### src/rtl/rpe_ram.sv
module rpe_ram #(
  parameter int Width = 32,
  parameter int Depth = 64
) (
  input  logic                     clk_i,
  input  logic                     we_i,
  input  logic [$clog2(Depth)-1:0] waddr_i,
  input  logic [Width-1:0]         wdata_i,
  input  logic                     re_i,
  input  logic [$clog2(Depth)-1:0] raddr_i,
  output logic [Width-1:0]         rdata_o
);

  logic [Width-1:0] mem_q [Depth];
  logic [Width-1:0] rdata_q;

  always_ff @(posedge clk_i) begin
    if (we_i) begin
      mem_q[waddr_i] <= wdata_i;
    end
    if (re_i) begin
      rdata_q <= mem_q[raddr_i];
    end
  end

  assign rdata_o = rdata_q;

endmodule

### config.mk
export PLATFORM = sky130hd
export DESIGN_NAME = rpe_ram
export DESIGN_NICKNAME = d
export VERILOG_FILES = /design/src/rtl/rpe_ram.sv
export SDC_FILE = /design/constraint.sdc
export NUM_CORES = 2
export LEC_CHECK = 0
export BUFFER_PORTS_ARGS = -buffer_cell sky130_fd_sc_hd__buf_2
export CORE_ASPECT_RATIO = 0.5
export CORE_MARGIN = 8
export CORE_UTILIZATION = 43
export CTS_CLUSTER_DIAMETER = 80
export DETAILED_ROUTE_END_ITERATION = 12
export GPL_TIMING_DRIVEN = 1
export PLACE_DENSITY = 0.62
export SLEW_MARGIN = 20
export SYNTH_ARGS = -nofsm -noshare
export SYNTH_HDL_FRONTEND = slang
export SYNTH_SLANG_ARGS = --single-unit
### constraint.sdc
create_clock -name clk_i -period 4.8 [get_ports clk_i]
set_input_delay 0.96 -clock clk_i [delete_from_list [all_inputs] [get_ports clk_i]]
set_output_delay 0.96 -clock clk_i [all_outputs]
set_load 0.01 [all_outputs]
==> out/qor.yml <==
sta:
  setup_viol: 0
  period_minus_slack_ns: 3.648
  clock.fmax_mhz: 274.1
  slew_viol_final: 0
  finalCritPeriodShare_pct: 76.00
  slew_headroom_pct: 18.89
  hold_viol: 0
  rsz0062_at_grt: "false"
  skew_ns: 0.02541
  tns_ns: 0
  worst_slew_pin_slew_ns: 1.217
global_routing:
  antenna_found_initial: 19
  grt_pass1_wl_mm: 288.6
  grt_max_degree: 83
  grt_overflow: 0
  grt_pass1_vias: 38220
  gr-usage-all-layers_pct: 20.36
logic_synthesis:
  synthAdderAreaFrac_pct: 0
  ys_async_sr_fraction_pct: 0
  synthTopCellsByArea: "edfxtp_1 79%, mux4_2 16%, mux2i_1 1.2%"
  synth_ff_type: "edfxtp_1"
  synth_xor_area_share_pct: 0
  synth_top_family_by_area: "multiplexers"
  syn_area_per_cell_um2: 23.72
  synth_top_area_share_pct: 79.23
  synth_edf_count: 2080
  yosys_warnings: 0
  synth_seq_cells: 2080
  synthMuxAreaShare_pct: 16.72
  synth.distinct_cells: 33
  synth-seq-area-share_pct: 79.23
  syn-instance-count: 3324
  synth_top_cell_by_area: "edfxtp_1"
  netlist_area_mm2: 0.07884
  synth-compound-area-share_pct: 1.666
  synthSimpleGateAreaFrac_pct: 1.260
  syn-num-nets: 3371
critical_path:
  path_class: "input pin to flip-flop"
  crit_path_start: "raddr_i[1]"
  crit_fanout: 82
  required_ns: 5.31
  r2r.worst_path.cells: 5
  slowest_stage: "a21oi_1"
  max_stage_delay_ns: 0.97
  rr_startpoint: "mem_q[8][23]"
  crit_path_cell_trace: "buf_8 -> buf_12 -> buf_12 -> nand2b_1 -> o22ai_1 -> nor2_1 -> a21oi_1 -> nor2_1"
  cp-end-kind: "flip-flop"
  critPathArrivalTime_ns: 4.16
  cp-start-kind: "input pin"
clocking:
  clock_path_buffers: 3
  path_clk_slew_ns: 0.07
  cts.sinks: 2080
  ctsResizeCount: 0
  htreeDepth: 4
  cts_tree: "done"
  cts-root-buf: "clkbuf_16"
  cts_buffers: 187
  post_cts_buffers: 0
  clock_latency_ns: 0.82
  hold_buffers: 0
cells_and_area:
  mostFrequentLayoutCells: "2080 x edfxtp_1, 544 x mux4_2, 193 x buf_4"
  drive_above_1_share_pct: 30.20
  nets: 3658
  multi_input_area_mm2: 0.01598
  area_delta_synth_final_pct: 13.42
  regArea_mm2: 0.06246
  layout_commonest_cell: "edfxtp_1"
  fillers: 14310
floorplanning:
  core_area_mm2: 0.1826
  initial_core_util_pct: 43.17
  dieArea_mm2: 0.1981
  die_x_um: 621.5
  rows: 111
  io_pins: 79
  die_h_um: 318.8
detailed_routing:
  remaining_drc_errors: 0
  postRouteAntennaNets: 0
  vias_per_cell: 6.047
  drt_iter0_markers: 4769
  finalWirelength_mm: 205.0
  wl_per_cell_um: 33.12
  num_vias: 37430
  dr.pass1.iters: 5
pwr:
  p_per_area_mw_per_mm2: 404.6
  finalPower_mw: 36.18
  irDropWorstVdd_mv: 0.3094
  p_leak_nw: 27.62
place:
  dp_hpwl_mm: 114.9
  gp_congestion: 0.7859
  io_buffers: 78
hold_path:
  hold_path_depth: 1
  min-delay-start: "wdata_i[31]"
  hp-class: "input pin to flip-flop"
outcome:
  status: "finished clean"
run:
  maxCapViolations: 0
==> power breakdown <==
group / internal, mW / leakage (nW) / switching [mW] / total, mW
clock network: 7.72 / 2.74 / 6.35 / 14.1
registers: 20.1 / 18.7 / 0.0553 / 20.2
logic: 0.709 / 6.14 / 1.20 / 1.91
total: 28.6 / 27.6 / 7.61 / 36.2
==> worst max-delay path: cells and delay by family <==
kind	cells	cell delay, ns
simple gates	3	0.63
buf+inv	3	1.16
compound gates	2	1.26
==> area by class of cell <==
cell class	count	area share (%)
Antenna cell	9	0.02519
Clock inverter	95	0.7276
Timing Repair Buffer	280	2.594
Sequential cell	2080	69.85
Tap cell	2429	3.399
Clock buffer	235	5.530
Multi-Input combinational cell	1062	17.87
==> Yosys cell counts (2+ instances only) <==
master    count
a22oi_1      12
mux4_2      544
or3_1         3
nand2b_1      8
buf_6         5
nor2b_1      15
nor2_1      137
or3b_1        2
and2_1        2
nand4_1       2
nor3_1        7
mux2i_1      93
o22ai_1      84
a311oi_1      8
nand2_1      26
buf_4        25
or3b_2        3
a21oi_1      62
edfxtp_1   2080
buf_2        57
and3_1        4
nand3b_1      5
clkbuf_1     74
a41o_1        4
buf_1        21
nand3_1       5
o221ai_1     27
o32ai_1       4
==> layer usage <==
| metal | vias to the layer above | wire [um] | global-route usage, % |
|---|---|---|---|
| met3 | 287 | 19300 | 4.066 |
| met2 | 1789 | 97250 | 32.24 |
| met5 | - | 0 | 0 |
| met4 | 0 | 5585 | 6.501 |
| met1 | 20480 | 82900 | 28.62 |
| li1 | 14870 | - | - |
==> final timing paths <==
path | end | slack, ns
worst max-delay path | rdata_o[23] | 1.15
worst min-delay path | mem_q[1][31] | 0.55
worst max register to register | rdata_o[23] | 2.21
worst min register to register | rdata_o[8] | 0.91
==> state kept, by name (all words and copies together) (netlist names) <==
name and flops:
rdata_o 32, mem_q 2048
==> kinds of logic (layout without fill, tap and decap cells) <==
kind of cell	count (synthesis)	count (layout)
AOI/OAI and AO/OA	202	202
DFF	2080	2080
other	0	9
and+or+nand+nor	223	223
buffers and inverters	182	610
muxes	637	637
==> through the flow <==
| stage | std cells | cell area (um2) | setup slack (ns) | utilization, % | hold slack [ns] |
|---|---|---|---|---|---|
| after floorplan | 3324 | 78840 | 0.6802 | - | 0.7502 |
| after global placement | 5851 | 83740 | 0.3224 | 45.85 | 0.9306 |
| after detailed placement | 5851 | 83750 | 0.3331 | 45.86 | 0.8693 |
| after CTS | 6181 | 89340 | 1.232 | 48.92 | 0.4626 |
| after global routing | 6188 | 89410 | 1.095 | 48.96 | 0.5399 |
| final | 6190 | 89420 | 1.152 | 48.96 | 0.5480 |
(Power assumes the default switching activity.)
