### config.mk
export PLATFORM = sky130hd
export DESIGN_NAME = rpe_cordic_cell
export DESIGN_NICKNAME = d
export VERILOG_FILES = /design/src/rtl/rpe_pkg.sv /design/src/rtl/rpe_cordic_cell.sv
export SDC_FILE = /design/constraint.sdc
export NUM_CORES = 1
export LEC_CHECK = 0
export BUFFER_PORTS_ARGS = -buffer_cell sky130_fd_sc_hd__buf_2
export CORE_ASPECT_RATIO = 0.5
export CORE_MARGIN = 10
export CORE_UTILIZATION = 25
export DETAILED_ROUTE_END_ITERATION = 12
export PLACE_DENSITY = 0.42
export SLEW_MARGIN = 20
export SYNTH_ARGS = -nofsm -noshare
export SYNTH_HDL_FRONTEND = slang
export SYNTH_SLANG_ARGS = --single-unit
### constraint.sdc
create_clock -name clk_i -period 0.8 [get_ports clk_i]
set_input_delay 0.04 -clock clk_i [delete_from_list [all_inputs] [get_ports clk_i]]
set_output_delay 0.04 -clock clk_i [all_outputs]
set_load 0.1 [all_outputs]
### src/rtl/rpe_pkg.sv
package rpe_pkg;

  localparam int CordicStages = 24;
  localparam int TableDepth   = 64;
  localparam int AtanEntries  = 32;

  localparam logic OpLoad   = 1'b0;
  localparam logic OpRotate = 1'b1;

  // 2*pi in Q.32 and the Q3.30 fold limits
  localparam logic [34:0] TwoPiQ32   = 35'd26986075409;
  localparam logic signed [35:0] PiQ30     = 36'sd3373259426;
  localparam logic signed [35:0] HalfPiQ30 = 36'sd1686629713;
  localparam logic signed [35:0] TwoPiQ30  = 36'sd6746518852;
  localparam logic signed [32:0] GainInv   = 33'sh026DD3B6A;

  // reciprocal of 2*pi*2^32, scaled by 2^54, for the quotient estimate
  localparam logic [63:0] RecipFull = (64'd1 << 54) / 64'd26986075409;
  localparam logic [19:0] Recip     = RecipFull[19:0];

  typedef struct packed {
    logic               operation;
    logic [5:0]         pair_index;
    logic [11:0]        position;
    logic [31:0]        freq_value;
    logic signed [31:0] element_low;
    logic signed [31:0] element_high;
  } rpe_in_t;

  typedef struct packed {
    logic signed [31:0] rotated_low;
    logic signed [31:0] rotated_high;
    logic               saturated;
  } rpe_out_t;

  typedef struct packed {
    logic               valid;
    logic               neg;
    logic signed [32:0] x;
    logic signed [32:0] y;
    logic signed [32:0] z;
    logic signed [31:0] lo;
    logic signed [31:0] hi;
  } cordic_t;

  function automatic logic signed [32:0] atan_q30(input int idx);
    logic signed [32:0] v;
    v = '0;
    case (idx)
      0:  v = 33'sh03243F6A8;
      1:  v = 33'sh01DAC6705;
      2:  v = 33'sh00FADBAFC;
      3:  v = 33'sh007F56EA6;
      4:  v = 33'sh003FEAB76;
      5:  v = 33'sh001FFD55B;
      6:  v = 33'sh000FFFAAA;
      7:  v = 33'sh0007FFF55;
      8:  v = 33'sh0003FFFEA;
      9:  v = 33'sh0001FFFFD;
      10: v = 33'sh0000FFFFF;
      11: v = 33'sh00007FFFF;
      12: v = 33'sh00003FFFF;
      13: v = 33'sh00001FFFF;
      14: v = 33'sh00000FFFF;
      15: v = 33'sh000007FFF;
      16: v = 33'sh000003FFF;
      17: v = 33'sh000001FFF;
      18: v = 33'sh000000FFF;
      19: v = 33'sh0000007FF;
      20: v = 33'sh0000003FF;
      21: v = 33'sh0000001FF;
      22: v = 33'sh0000000FF;
      23: v = 33'sh00000007F;
      24: v = 33'sh00000003F;
      25: v = 33'sh00000001F;
      26: v = 33'sh00000000F;
      27: v = 33'sh000000008;
      28: v = 33'sh000000004;
      29: v = 33'sh000000002;
      30: v = 33'sh000000001;
      default: v = '0;
    endcase
    return v;
  endfunction

endpackage

### src/rtl/rpe_cordic_cell.sv
module rpe_cordic_cell #(
  parameter int Shift = 0
) (
  input  logic              clk_i,
  input  logic              rst_ni,
  input  logic              en_i,
  input  rpe_pkg::cordic_t  cell_i,
  output rpe_pkg::cordic_t  cell_o
);
  import rpe_pkg::*;

  cordic_t cell_d, cell_q;
  logic signed [32:0] xs, ys, at;

  always_comb begin
    xs = cell_i.x >>> Shift;
    ys = cell_i.y >>> Shift;
    at = atan_q30(Shift);
    cell_d = cell_i;
    if (!cell_i.z[32]) begin
      cell_d.x = cell_i.x - ys;
      cell_d.y = cell_i.y + xs;
      cell_d.z = cell_i.z - at;
    end else begin
      cell_d.x = cell_i.x + ys;
      cell_d.y = cell_i.y - xs;
      cell_d.z = cell_i.z + at;
    end
  end

  always_ff @(posedge clk_i or negedge rst_ni) begin
    if (!rst_ni) begin
      cell_q <= '0;
    end else if (en_i) begin
      cell_q <= cell_d;
    end
  end

  assign cell_o = cell_q;

endmodule

==> key figures, run 1 <==
Logic synthesis
  – Seq/Total Area, Yosys: 0.311
  – Post-Synth Simple-Gate Area: 0.114
  – Post-Syn Area: 13,200 µm²
  – Seq cells post-synth: 164
  – Largest family of logic cells by synthesized area: compound AO/OA/AOI/OAI gates
  – Synth Instances: 1,480
  – Xor/xnor cell area share of the yosys netlist: 0.0531
  – Ranking of synthesized cells by area: dfrtp_1, ha_1, mux2_2, a21oi_1, xnor2_1
  – Synth area leader: dfrtp_1
  – Synth Area per Inst: 8.92 µm²
  – Synth Area in Adders: 0.124
  – Ys flop type: dfrtp_1
  – Synth warn: 0
  – Post-synthesis mux area share: 0.103
  – Number of enable flip-flop cells after synthesis: 0
  – Synth cell types: 87
  – Syn Nets: 1,776
  – Compound-Gate Fraction of Synth Area: 0.240
  – FFs w/ async S/R, synth: 1.00
  – Top-area cell type share of the netlist area: 0.311

Die
  – Area of the core: 52,100 µm²
  – Top Ports: 333
  – Die Ht: 182 µm
  – Site Rows: 59
  – DIE WIDTH: 345 µm
  – Initial core utilization: 0.253
  – DIE AREA: 62,900 µm²

CTS
  – Maximum clock path buffer count: 2
  – CTS H-tree depth: 4
  – CTS Sinks: 164
  – Root buffer cell: clkbuf_16
  – Skew-Pair Late Insertion Delay: 0.47 ns
  – Hold-fix buffers, CTS: 72
  – CTS tree: built
  – Reg clk slew, reported paths: 0.08 ns
  – Cts bufs inserted: 17

Global route
  – Gr ovfl total: 0
  – Largest net degree at the start of global routing: 56
  – Total Routing Usage GR: 0.185
  – Initial antenna violation count: 2
  – Vias in the first global route: 15.4k
  – First-pass GRT wire length: 91,300 µm

Hold path
  – Hold wc startpoint: cell_i[95]
  – Worst Hold End: cell_o[96]
  – Worst Hold Class: in2reg
  – Worst Hold Depth: 5

Job
  – Max_cap viols: 0

Place
  – Final GP Congestion: 0.907
  – Port-buffer cells: 332
  – Cell Count Post-Placement: 2,999
  – Hpwl dp: 47,900 µm

Power and ir drop
  – Leak Pwr: 12.4 nW
  – VDD IR max: 1590 µV
  – Power Total: 0.0553 W
  – Power Density: 2000 nW/µm²

Timing
  – Final Max Slew Viols: 0
  – Layout Skew: 0 ns
  – Worst Max-Slew Pin Slew: 0.647 ns
  – Fmax: 0.459 GHz
  – Tmin final: 2.18 ns
  – Final setup fails: 325
  – Unrepaired setup endpoints after global routing: true
  – Count of final hold-check violations: 1
  – Setup ws final: -1.38 ns
  – Final period utilization: 2.72
  – Hold Worst Slack: -0.0252 ns
  – Slew HR: 0.563

Outcome
  – Failing checks: hold timing, setup timing
  – Run status: finished, violations left

Cells and area
  – Multi-input gate area: 10,500 µm²
  – Fill cell count: 4,714
  – Share of cells above drive strength 1: 0.636
  – Utilization after layout: 0.531
  – Max reg flops: 164
  – P&R area growth vs syn: 110%
  – Fin nets: 2,771
  – Register area: 4490 µm²
  – Final Instance Count excl. Fillers: 3,190
  – Leading cell type in the layout, fill and taps excluded: buf_4
  – Commonest cells after routing, fill and taps aside: buf_4, buf_12, buf_6

Routing
  – Highest metal used: met4
  – Initial DRC count: 664
  – Via count: 14.8k
  – Post-route DRC: 0
  – Met2 wire len: 31,800 µm
  – WL/cell: 18.9 µm
  – DRT met1 WL: 25,400 µm
  – Post-Route WL: 60,200 µm
  – First-pass iteration count of the detailed router: 5
  – DR vias/cell: 4.64
  – Final ANT Viol Nets: 0
  – Met3 wire length: 1770 µm

Worst setup path
  – Critical path fanouts, max: 4
  – Setup CP Type: in2reg
  – R2R Path End: cell_o[122]
  – Element type at the critical path end: register
  – CP Launch Type: input pin
  – RR Startpoint: cell_o[122]
  – CP required: 1.15 ns
  – Worst R2R Setup Slack: -0.26 ns
  – Worst reg-to-reg path cell count: 3
  – Worst EP arrival: 2.53 ns
## power breakdown
part	switching, W	internal (W)
sequential	0.00132	0.0102
combinational	0.0197	0.0152
clock	0.00426	0.00472
## timing repair
item                                   4_1_cts  5_1_grt
gates cloned                                 2        1
resized for setup                          349      147
setup endpoints to repair                  325      325
buffers inserted                            50       50
pin swaps                                  188      142
endpoints found under the hold margin      236        1
## stage by stage
stage | hold WS [ns] | worst slack (ns) | TNS, ns | cell area (µm²)
after global placement | 0.0322 | -2.12 | -158.89 | 23400
after global routing | -0.0104 | -1.47 | -174.44 | 27700
after CTS | -0.0886 | -1.40 | -162.27 | 26600
after floorplan | -0.256 | -1.78 | -127.65 | 14400
after detailed placement | 0.0347 | -2.14 | -159.48 | 23400
final | -0.0252 | -1.38 | -160.74 | 27700
## cell usage after synthesis (all sizes together), types with 3 or more instances
master,n
a21oi,178
dfrtp,164
ha,124
nor2,122
inv,111
mux2,107
o21ai,89
xnor2,68
nand2,61
clkbuf,54
a21o,51
nor3,24
buf,20
o21bai,20
nand3,19
nor2b,18
a31oi,17
a211oi,16
mux2i,15
or3,15
o211ai,14
nand2b,13
o31ai,13
nand4,12
xor2,12
o21a,11
o311ai,9
a2111oi,8
and3,7
nor4,7
or2,7
a211o,6
and2,6
o22ai,5
a2111o,4
a221oi,4
fa,4
a221o,3
a22oi,3
a31o,3
o221ai,3
o41ai,3
## kinds of logic after synthesis
group / after synthesis
AOI/OAI and AO/OA: 483
and+or+nand+nor: 317
buffers and inverters: 186
DFF: 164
adders and majority gates: 128
muxes: 122
xor gates and xnor gates: 80
## critical path: stages
cell	delay (ns)
buf_6	0.09
buf_6	0.11
ha_4	0.23
buf_6	0.12
nor4_4	0.31
nand3_2	0.16
a211oi_4	0.26
o21ai_4	0.11
a31oi_4	0.27
buf_6	0.13
a21oi_2	0.04
a221oi_2	0.28
xnor2_1	0.10
mux2_4	0.26
## worst max path at each step
stage | end | slack (ns) | startpoint
global placement | cell_o[124] | -2.12 | cell_i[108]
global route | cell_o[127] | -1.47 | cell_i[140]
floorplan | cell_o[94] | -1.78 | cell_i[96]
detailed placement | cell_o[124] | -2.14 | cell_i[108]
CTS | cell_o[127] | -1.40 | cell_i[140]
finish | cell_o[127] | -1.38 | cell_i[140]
## area by class of cell
| cell class | count | share of cell area |
|---|---|---|
| antenna | 2 | 0.000181 |
| clock buffer | 18 | 0.0155 |
| clock inverter | 13 | 0.00615 |
| inverter | 112 | 0.0183 |
| multi-input combinational | 1130 | 0.378 |
| sequential | 164 | 0.162 |
| tap | 701 | 0.0317 |
| timing repair buffer | 1050 | 0.388 |
## routing by layer
metal | GRT usage | vias up
met2 | 0.337 | 225
met1 | 0.225 | 7206
met3 | 0.0245 | 60
met4 | 0.0530 | 0
li1 | - | 7301
met5 | 0 | -
No activity file was read; power rests on OpenSTA's default activity.
==> run 2: changes to the inputs <==
- ABC_AREA: default -> 1
- PLACE_DENSITY: 0.42 -> 0.41
==> key figures, run 2 <==
Routing
  – First-pass iteration count of the detailed router: 5
  – Post-Route WL: 77,000 µm
  – Post-route DRC: 0
  – Final ANT Viol Nets: 0
  – WL/cell: 18.4 µm
  – Initial DRC count: 1,039
  – Via count: 18.9k
  – DR vias/cell: 4.52

Power and ir drop
  – Leak Pwr: 15.0 nW
  – Switching share of power: 0.479
  – Combinational group share of total power: 0.609
  – P_sw: 0.0250 W
  – Internal power: 0.0272 W
  – Clock power frac: 0.173
  – VDD IR max: 1570 µV
  – Sequential group share of total power: 0.217
  – Power Density: 1690 nW/µm²

Timing
  – Fin Setup TNS: -101.52 ns
  – Worst Max-Slew Pin Slew: 0.788 ns
  – Tmin final: 1.55 ns
  – Count of final hold-check violations: 2
  – Setup ws final: -0.745 ns
  – Fmax: 0.647 GHz
  – Slew HR: 0.475
  – Final setup fails: 255
  – Unrepaired setup endpoints after global routing: true
  – Final period utilization: 1.93
  – Layout Skew: 0 ns
  – Final Max Slew Viols: 0
  – Hold Worst Slack: -0.00865 ns

Logic synthesis
  – Post-synth top cells: nand2_1, inv_1, nor2_1, nand3_1, dfrtp_1
  – Synth area leader: dfrtp_1
  – Top-count cell post-synth: nand2_1
  – FFs w/ async S/R, synth: 1.00
  – Ys flop type: dfrtp_1
  – Syn Nets: 2,804
  – Synth warn: 0
  – Synth Instances: 2,508
  – Synth Area per Inst: 6.15 µm²
  – Post-Syn Area: 15,400 µm²
  – Seq cells post-synth: 164
  – Seq/Total Area, Yosys: 0.266
  – Top-area cell type share of the netlist area: 0.266
  – Synth cell types: 41
  – Number of enable flip-flop cells after synthesis: 0
  – Ranking of synthesized cells by area: dfrtp_1, nand2_1, ha_1, inv_1, nand3_1

Place
  – Pre-CTS setup slack: -1.39 ns
  – Final GP Congestion: 0.922
  – Port-buffer cells: 332
  – Hpwl dp: 62,000 µm
  – Cell Count Post-Placement: 3,990

Worst setup path
  – Critical Path, Cell by Cell: buf_8, inv_8, ha_4, buf_12, inv_6, nand2_2, nand2_2, nand2_2, nand2_4, inv_4, nand2_4, nand2_4, nand2_8, xor2_2, o211ai_1, nand2_1
  – WP depth: 16
  – Worst reg-to-reg path cell count: 3
  – CP delay by family, top: simple AND/OR/NAND/NOR gates
  – CP required: 1.14 ns
  – Crit path from: cell_i[101]
  – Element type at the critical path end: register
  – CP Launch Type: input pin
  – Worst R2R Setup Slack: -0.04 ns
  – R2R Path End: cell_o[151]
  – Setup CP Type: in2reg
  – Critical path fanouts, max: 5
  – Peak per-stage delay on the critical path: 0.36 ns
  – CP endpoint: cell_o[112]
  – Critical path's slowest cell: o211ai_1
  – Worst EP arrival: 1.89 ns
  – RR Startpoint: cell_o[151]
  – Bufs and invs on worst path: 5

Global route
  – First-pass GRT wire length: 115,000 µm
  – Initial antenna violation count: 1
  – Gr ovfl total: 0
  – Vias in the first global route: 19.0k
  – Total Routing Usage GR: 0.205
  – Largest net degree at the start of global routing: 60

Cells and area
  – Fin nets: 3,635
  – Leading cell type in the layout, fill and taps excluded: nand2_1
  – N_diodes: 0
  – Register area: 4490 µm²
  – Max reg flops: 164
  – Final Instance Count excl. Fillers: 4,177
  – Share of cells above drive strength 1: 0.551
  – Multi-input gate area: 13,800 µm²
  – P&R area growth vs syn: 100%
  – Commonest cells after routing, fill and taps aside: nand2_1, buf_4, inv_1
  – Fill cell count: 5,950

CTS
  – CTS H-tree depth: 4
  – Root buffer cell: clkbuf_16
  – Reg clk slew, reported paths: 0.07 ns
  – Maximum clock path buffer count: 2
  – CTS tree: built
  – Skew-Pair Late Insertion Delay: 0.47 ns
  – Hold-fix buffers, CTS: 78
  – Cts bufs inserted: 17
  – CTS Sinks: 164

Die
  – Area of the core: 61,100 µm²
  – Top Ports: 333
  – DIE WIDTH: 371 µm
  – Site Rows: 64
  – DIE AREA: 72,600 µm²
  – Initial core utilization: 0.252
  – Die Ht: 196 µm

Outcome
  – Run status: finished, violations left
  – Failing checks: hold timing, setup timing

Job
  – Max_cap viols: 0

Hold path
  – Worst Hold Class: in2reg
run 2: cell type report:
type / count / share of cell area
clock buffer: 19 / 0.0147
clock inverter: 13 / 0.00515
inverter: 348 / 0.0477
multi-input combinational: 1916 / 0.446
sequential: 164 / 0.145
tap: 825 / 0.0334
timing repair buffer: 891 / 0.308
timing repair inverter: 1 / 0.000527
run 2: worst min-delay path by stage:
stage | from | to | slack [ns] | depth (start not counted)
after floorplan | rst_ni | cell_o[100] | -0.26 | 0
after global placement | rst_ni | cell_o[33] | -0.02 | 1
after detailed placement | rst_ni | cell_o[33] | -0.02 | 1
after CTS | cell_i[95] | cell_o[95] | -0.03 | 5
after global routing | cell_i[67] | cell_o[68] | -0.01 | 4
final | cell_i[67] | cell_o[68] | -0.009 | 4
run 2: kinds of logic after synthesis:
| group | synth area share |
|---|---|
| XOR/XNOR | 0.0233 |
| flip-flops | 0.266 |
| adder cells (fa/ha/maj) | 0.106 |
| buffers and inverters | 0.113 |
| AO/OA/AOI/OAI | 0.0985 |
| AND/OR/NAND/NOR | 0.393 |
run 2: through the flow:
stage | instance area (µm²) | utilization | total power (W)
2_1_floorplan | 17100 | - | 0.0266
3_3_place_gp | 25100 | 0.410 | 0.0389
3_5_place_dp | 25100 | 0.410 | 0.0390
4_1_cts | 28800 | 0.471 | 0.0507
5_1_grt | 30900 | 0.505 | 0.0546
6_report | 30900 | 0.505 | 0.0521
run 2: power by group through the flow:
stage               Clock (W)  Combinational, W  Sequential [W]
finish                0.00903            0.0318          0.0113
global route          0.00968            0.0334          0.0115
CTS                   0.00942            0.0299          0.0114
detailed placement          0            0.0274          0.0115
global placement            0            0.0274          0.0115
floorplan                   0           0.00770          0.0189
run 2: what timing repair did:
action / CTS / global route
setup endpoints to repair: 255 / 255
gates cloned: 2 / 0
resized for setup: 504 / 498
setup buffers: 48 / 42
hold endpoints to repair: 246 / 1
pin swaps: 191 / 266
run 2: routing by layer:
metal | part of all wire | routed length, µm | track usage | vias up
met5 | 0.00017 | 13 | 0 | -
met4 | 0.014 | 1050 | 0.0391 | 2
met3 | 0.055 | 4220 | 0.0418 | 52
met2 | 0.46 | 35700 | 0.335 | 420
met1 | 0.47 | 36000 | 0.277 | 8913
li1 | - | - | - | 9475
run 2: tightest hold or removal path: cells and delay by family:
kind                     cells  cell delay, ns
adder cells (fa/ha/maj)      1            0.19
buffers and inverters        1            0.10
AND/OR/NAND/NOR              2            0.10
